===== src/rtl/smallest_missing_positive_assert.svh =====
// Assertion macros shared by the smallest missing positive search block.
`ifndef SMALLEST_MISSING_POSITIVE_ASSERT_SVH
`define SMALLEST_MISSING_POSITIVE_ASSERT_SVH

// Checks an implication on the rising clock edge, idle while reset is high.
`define SMP_ASSERT_IMPL(label, cond, prop, msg) \
  label: assert property (@(posedge clk) disable iff (rst) (cond) |-> (prop)) \
    else $error(msg);

// Checks an implication in the following cycle, idle while reset is high.
`define SMP_ASSERT_NEXT(label, cond, prop, msg) \
  label: assert property (@(posedge clk) disable iff (rst) (cond) |=> (prop)) \
    else $error(msg);

`endif


===== src/rtl/smp_pkg.sv =====
// Package with sizes and controller-datapath interface types of the search block.
package smp_pkg;

  localparam int MAX_ITEMS = 1024;
  localparam int IDX_W     = $clog2(MAX_ITEMS);
  localparam int CNT_W     = $clog2(MAX_ITEMS + 1);
  localparam int ANS_W     = $clog2(MAX_ITEMS + 2);
  localparam int VAL_W     = 32;
  localparam int MISS_W    = 11;

  typedef struct packed {
    logic load_en;
    logic scan_start;
    logic scan_en;
    logic out_load;
    logic clr_en;
  } dp_cmd_t;

  typedef struct packed {
    logic scan_done;
    logic clr_done;
    logic out_free;
  } dp_sts_t;

endpackage


===== src/rtl/smp_ctrl.sv =====
// Controller state machine that sequences loading, scanning, result hand-off and clearing.
module smp_ctrl (
  input  logic             clk,
  input  logic             rst,
  input  logic             in_valid,
  output logic             in_stall,
  input  logic             is_last,
  input  smp_pkg::dp_sts_t sts,
  output smp_pkg::dp_cmd_t cmd
);

  typedef enum logic [1:0] {
    ST_LOAD,
    ST_SCAN,
    ST_FOUND,
    ST_CLEAR
  } state_t;

  state_t state;
  state_t state_next;

  always_ff @(posedge clk) begin
    if (rst) begin
      state <= ST_CLEAR;
    end else begin
      state <= state_next;
    end
  end

  always_comb begin
    state_next = state;
    cmd        = '0;
    in_stall   = 1'b1;
    unique case (state)
      ST_LOAD: begin
        in_stall    = 1'b0;
        cmd.load_en = in_valid;
        if (in_valid && is_last) begin
          cmd.scan_start = 1'b1;
          state_next     = ST_SCAN;
        end
      end
      ST_SCAN: begin
        cmd.scan_en = 1'b1;
        if (sts.scan_done) begin
          state_next = ST_FOUND;
        end
      end
      ST_FOUND: begin
        if (sts.out_free) begin
          cmd.out_load = 1'b1;
          state_next   = ST_CLEAR;
        end
      end
      ST_CLEAR: begin
        cmd.clr_en = 1'b1;
        if (sts.clr_done) begin
          state_next = ST_LOAD;
        end
      end
      default: begin
        state_next = ST_CLEAR;
      end
    endcase
  end

endmodule


===== src/rtl/smp_dp.sv =====
// Datapath with the presence bitmap memory, counters, scan pipeline and output register.
`include "smallest_missing_positive_assert.svh"

module smp_dp (
  input  logic                                 clk,
  input  logic                                 rst,
  input  logic signed [smp_pkg::VAL_W-1:0]     value,
  input  smp_pkg::dp_cmd_t                     cmd,
  output smp_pkg::dp_sts_t                     sts,
  output logic                                 out_valid,
  input  logic                                 out_stall,
  output logic        [smp_pkg::MISS_W-1:0]    missing_value,
  output logic                                 overflow
);

  logic                        mem [smp_pkg::MAX_ITEMS];
  logic                        rd_data;
  logic [smp_pkg::VAL_W-1:0]   value_u;
  logic                        in_range;
  logic [smp_pkg::IDX_W-1:0]   wr_idx;
  logic                        wr_en;
  logic [smp_pkg::IDX_W-1:0]   wr_addr;
  logic                        wr_bit;

  logic [smp_pkg::CNT_W-1:0]   count;
  logic                        ovf;
  logic [smp_pkg::CNT_W-1:0]   scan_idx;
  logic                        rd_pend;
  logic [smp_pkg::IDX_W-1:0]   rd_idx;
  logic                        last_idx;
  logic                        scan_hit;
  logic [smp_pkg::ANS_W-1:0]   ans;
  logic [smp_pkg::ANS_W-1:0]   ans_next;
  logic [smp_pkg::IDX_W-1:0]   clr_idx;
  logic                        clr_last;

  assign value_u  = $unsigned(value);
  assign in_range = (value_u >= smp_pkg::VAL_W'(1)) &&
                    (value_u <= smp_pkg::VAL_W'(smp_pkg::MAX_ITEMS));
  assign wr_idx   = smp_pkg::IDX_W'(value_u - smp_pkg::VAL_W'(1));
  assign wr_en    = cmd.clr_en || (cmd.load_en && in_range);
  assign wr_addr  = cmd.clr_en ? clr_idx : wr_idx;
  assign wr_bit   = !cmd.clr_en;

  always_ff @(posedge clk) begin
    if (wr_en) begin
      mem[wr_addr] <= wr_bit;
    end
    rd_data <= mem[scan_idx[smp_pkg::IDX_W-1:0]];
  end

  always_ff @(posedge clk) begin
    if (rst) begin
      count <= '0;
      ovf   <= 1'b0;
    end else if (cmd.load_en) begin
      if (count < smp_pkg::CNT_W'(smp_pkg::MAX_ITEMS)) begin
        count <= count + smp_pkg::CNT_W'(1);
      end else begin
        ovf <= 1'b1;
      end
    end else if (cmd.out_load) begin
      count <= '0;
      ovf   <= 1'b0;
    end
  end

  assign last_idx = (smp_pkg::CNT_W'(rd_idx) + smp_pkg::CNT_W'(1)) == count;
  assign scan_hit = cmd.scan_en && rd_pend && (!rd_data || last_idx);
  assign ans_next = !rd_data ? (smp_pkg::ANS_W'(rd_idx) + smp_pkg::ANS_W'(1))
                             : (smp_pkg::ANS_W'(count) + smp_pkg::ANS_W'(1));

  always_ff @(posedge clk) begin
    if (rst) begin
      scan_idx <= '0;
      rd_pend  <= 1'b0;
    end else if (cmd.scan_start) begin
      scan_idx <= '0;
      rd_pend  <= 1'b0;
    end else if (cmd.scan_en) begin
      if (scan_idx < count) begin
        rd_pend  <= 1'b1;
        scan_idx <= scan_idx + smp_pkg::CNT_W'(1);
      end else begin
        rd_pend <= 1'b0;
      end
    end
  end

  always_ff @(posedge clk) begin
    if (cmd.scan_en) begin
      rd_idx <= scan_idx[smp_pkg::IDX_W-1:0];
    end
    if (scan_hit) begin
      ans <= ans_next;
    end
  end

  assign clr_last = clr_idx == smp_pkg::IDX_W'(smp_pkg::MAX_ITEMS - 1);

  always_ff @(posedge clk) begin
    if (rst) begin
      clr_idx <= '0;
    end else if (cmd.clr_en) begin
      clr_idx <= clr_last ? '0 : clr_idx + smp_pkg::IDX_W'(1);
    end
  end

  always_ff @(posedge clk) begin
    if (rst) begin
      out_valid <= 1'b0;
    end else if (cmd.out_load) begin
      out_valid <= 1'b1;
    end else if (!out_stall) begin
      out_valid <= 1'b0;
    end
  end

  always_ff @(posedge clk) begin
    if (cmd.out_load) begin
      missing_value <= smp_pkg::MISS_W'(ans);
      overflow      <= ovf;
    end
  end

  assign sts.scan_done = scan_hit;
  assign sts.clr_done  = cmd.clr_en && clr_last;
  assign sts.out_free  = !out_valid || !out_stall;

  `SMP_ASSERT_IMPL(a_no_overwrite, cmd.out_load, !out_valid || !out_stall,
    "Result word overwritten while still held")
  `SMP_ASSERT_IMPL(a_clear_no_load, cmd.clr_en, !cmd.load_en,
    "Input word accepted during bitmap clearing")
  `SMP_ASSERT_IMPL(a_answer_range, scan_hit,
    (ans_next != '0) && (ans_next <= smp_pkg::ANS_W'(count) + smp_pkg::ANS_W'(1)),
    "Scan answer outside one to count plus one")
  `SMP_ASSERT_NEXT(a_result_shown, cmd.out_load, out_valid && (missing_value != '0),
    "Result word not presented after load")

endmodule


===== src/rtl/smallest_missing_positive.sv =====
// Loading takes one word per cycle; the bitmap scan reads one entry per cycle from its memory.
// After each result is registered, a clearing sweep of the bitmap runs with the input stalled.
// Reset is synchronous and active high; it starts the same clearing sweep.
// Top level of the smallest missing positive search block.
module smallest_missing_positive (
  input  logic                              clk,
  input  logic                              rst,
  input  logic                              in_valid,
  output logic                              in_stall,
  input  logic signed [smp_pkg::VAL_W-1:0]  value,
  input  logic                              is_last,
  output logic                              out_valid,
  input  logic                              out_stall,
  output logic        [smp_pkg::MISS_W-1:0] missing_value,
  output logic                              overflow
);

  smp_pkg::dp_cmd_t cmd;
  smp_pkg::dp_sts_t sts;

  smp_ctrl u_ctrl (
    .clk      (clk),
    .rst      (rst),
    .in_valid (in_valid),
    .in_stall (in_stall),
    .is_last  (is_last),
    .sts      (sts),
    .cmd      (cmd)
  );

  smp_dp u_dp (
    .clk           (clk),
    .rst           (rst),
    .value         (value),
    .cmd           (cmd),
    .sts           (sts),
    .out_valid     (out_valid),
    .out_stall     (out_stall),
    .missing_value (missing_value),
    .overflow      (overflow)
  );

endmodule

===== config.mk =====
export PLATFORM = sky130hd
export DESIGN_NAME = smallest_missing_positive
export DESIGN_NICKNAME = d
export VERILOG_FILES = /design/src/rtl/smp_pkg.sv /design/src/rtl/smp_ctrl.sv /design/src/rtl/smp_dp.sv /design/src/rtl/smallest_missing_positive.sv
export VERILOG_INCLUDE_DIRS = /design/src /design/src/rtl
export SDC_FILE = /design/constraint.sdc
export NUM_CORES = 2
export LEC_CHECK = 0
export BUFFER_PORTS_ARGS = -buffer_cell sky130_fd_sc_hd__buf_2
export CAP_MARGIN = 20
export CORE_MARGIN = 5
export CORE_UTILIZATION = 40
export CTS_CLUSTER_SIZE = 25
export DETAILED_ROUTE_END_ITERATION = 8
export PLACE_DENSITY = 0.55
export SYNTH_ARGS = -nofsm -noshare
export SYNTH_HDL_FRONTEND = slang
export SYNTH_SLANG_ARGS = --single-unit

===== constraint.sdc =====
create_clock -name clk -period 35.5 [get_ports clk]
set_clock_uncertainty 0.2 [all_clocks]
set_input_delay 7.1 -clock clk [delete_from_list [all_inputs] [get_ports clk]]
set_output_delay 7.1 -clock clk [all_outputs]
set_load 0.01 [all_outputs]

==> metrics.csv <==
metric;value;unit
Yosys top cell by area;edfxtp_1;
Setup violations, final;0;
Crit Path Class;in -> reg;
outcome;completed;
Starting Density;0.402;
Int Power;2.49;mW
arrival time at the worst endpoint;10.74;ns
combinational share of power;0.180;
syn nets;3531;
register area share after synthesis;0.676;
first-pass GRT wire length;198000;um
Worst setup SP type;primary input;
crit end category;flop;
average size of a mapped cell;13.8;um2
area added between synthesis and finish;11.7;%
Total GRT Usage;0.212;
sw frac;0.300;
CTS Hold Bufs;0;
Fmax;0.0947;GHz
Max VDD drop;0.000109;V
highest routed layer;met4;
worst flop-to-flop path startpoint;u_dp.scan_idx[0];
clk slew on worst S/H paths;0.07;ns
Final Wtd Congestion;0.798;
WL met1;58300;um
Wirelength per Cell;26.6;um
CTS tree;done;
antenna-violating nets left;0;
Crit Path Max Fanout;17;
count of input and output buffers;50;
Boundary Pins;51;
DRT Pass-1 Iters;5;
WL met2;65200;um
Clock Root Buffer;clkbuf_16;
NetSw;1.07;mW
row count;127;
via count;29244;
minimum clock period;10.56;ns
Slew headroom;0.250;
max-cap violations;0;
unrepaired setup endpoints after global routing;false;
die height;357;um
library cells used by synthesis;66;
final hold vios;0;
part of the power in registers;0.499;
dpl ws;24.28;ns
worst min-delay path class;reg -> reg;
DR vias/cell;5.68;
Mapped Cells;3474;
WP data required;35.68;ns
largest net degree at the start of global routing;261;
CP startpoint;value[0];
post-CTS sizing;0;
clock buffer depth;3;
CTS buffer count;116;
CTS Sinks;1095;
initial antenna violation count;3;
gr ovfl total;0;
Pins Over Slew Limit;0;
Seq cells post-synth;1095;
YS warnings;0;
top cells by area, synth;edfxtp_1, mux4_2, nor2_1;
most frequent cells in the layout;nor2_1, edfxtp_1, mux4_2;
CTS H-Tree Depth;3;
Clock Latency Late Sink;0.69;ns
fillers;10749;
DR WL met3;10200;um
Hold Path Origin;u_dp.ans[1];
Die Width;357;um
Cell Area, Synth;48100;um2
final worst slack;24.94;ns
Post-CTS Setup Bufs;0;
Core Area;120000;um2
vias in the first global route;28765;
TNS Setup;0;ns
commonest non-fill, non-tap cell in the layout;nor2_1;
actual slew at the worst max-slew pin;1.12;ns
DR iter-0 viols;3676;
Post-DP HPWL;74000;um
Post-synth EDFFs;1057;
Synth async-reset ratio;0;
die area;127000;um2
PwrDens;66.1;nW/um2
Clk pwr share;0.321;
Final Cycle Share;0.297;
drt total wl;137000;um
layout cells sized above 1;0.169;
static leakage;15.8;nW
Most used DFF post-synth;edfxtp_1;
DR DRC count;0;
share of the synthesized area in the top cell type;0.660;
Final nets;3494;
## power groups by stage
stage	Clock [mW]	Sequential (mW)	Combinational, mW
floorplan	0	2.22	0.334
global placement	0	1.80	0.614
detailed placement	0	1.80	0.623
CTS	1.16	1.77	0.624
global route	1.22	1.77	0.686
finish	1.14	1.77	0.641
## final timing paths
path	cells past startpoint	slack, ns	to
worst max-delay path	12	24.94	u_dp.mem[321]
worst min-delay path	0	0.22	u_dp.missing_value[1]
worst max register to register	11	28.78	u_dp.rd_data
worst min register to register	0	0.22	u_dp.missing_value[1]
## registers in the layout, summed over array words and instances, names as in the netlist
register,count
u_dp.overflow,1
u_dp.out_valid,1
u_dp.rd_idx,10
u_dp.mem,1024
u_dp.ovf,1
u_ctrl.state,2
u_dp.rd_pend,1
u_dp.ans,11
u_dp.missing_value,11
u_dp.count,11
u_dp.scan_idx,11
u_dp.clr_idx,10
u_dp.rd_data,1
## worst max-delay path, cell delays in order
cell and delay (ns):
buf_2 0.11, inv_1 0.09, ha_1 0.21, nand3_1 0.14, nor3_1 0.22, mux2_2 0.35, o21ai_1 0.32, nand2b_1 0.13
nor2_1 0.79, nand2_2 0.60, buf_4 0.46, nor2_1 0.18
## final cells by class
class	count	area, um2	area share
Antenna cell	1	2.50	0.0000466
Clock buffer	158	3180	0.0593
Clock inverter	57	339	0.00631
Inverter	25	101	0.00189
Multi-Input combinational cell	2053	14200	0.265
Sequential cell	1095	32500	0.605
Tap cell	1612	2020	0.0375
Timing Repair Buffer	146	1360	0.0253
## metrics by stage
step	utilization	cells	cell area [um2]	hold WS (ns)	total power [mW]
2_1_floorplan	-	3474	48100	0.200	2.56
3_5_place_dp	0.417	4919	49900	0.206	2.42
4_1_cts	0.447	5134	53400	0.221	3.56
5_1_grt	0.449	5146	53700	0.226	3.68
3_3_place_gp	0.416	4913	49700	0.205	2.41
6_report	0.449	5147	53700	0.220	3.55
## per-layer routing
layer  global-route usage  vias to the layer above
met5                    0                        -
met4               0.0547                        0
met3               0.0348                      172
met2                0.348                     1148
met1                0.297                    15276
li1                     -                    12648
## kinds of logic (layout without fill, tap and decap cells)
group           Yosys count  count (layout)  synth area share
simple gates           1387            1387             0.114
flops                  1095            1095             0.676
mux                     339             339             0.129
buf+inv                 326             386            0.0312
compound gates          260             260            0.0362
xor+xnor                 47              47           0.00856
fa+ha+maj                20              20           0.00520
other cells               0               1                 0
## synth_stat cells (22+ instances only)
cell and instances:
nand3_1 26, a22oi_1 41, a21oi_1 56, mux2i_1 94
nand2_1 150, dfxtp_1 38, xnor2_1 35, clkbuf_1 156
edfxtp_1 1057, mux2_2 22, buf_1 87, o21ai_0 46
inv_1 23, nor2_1 1114, mux4_2 223
(Power assumes the default switching activity.)
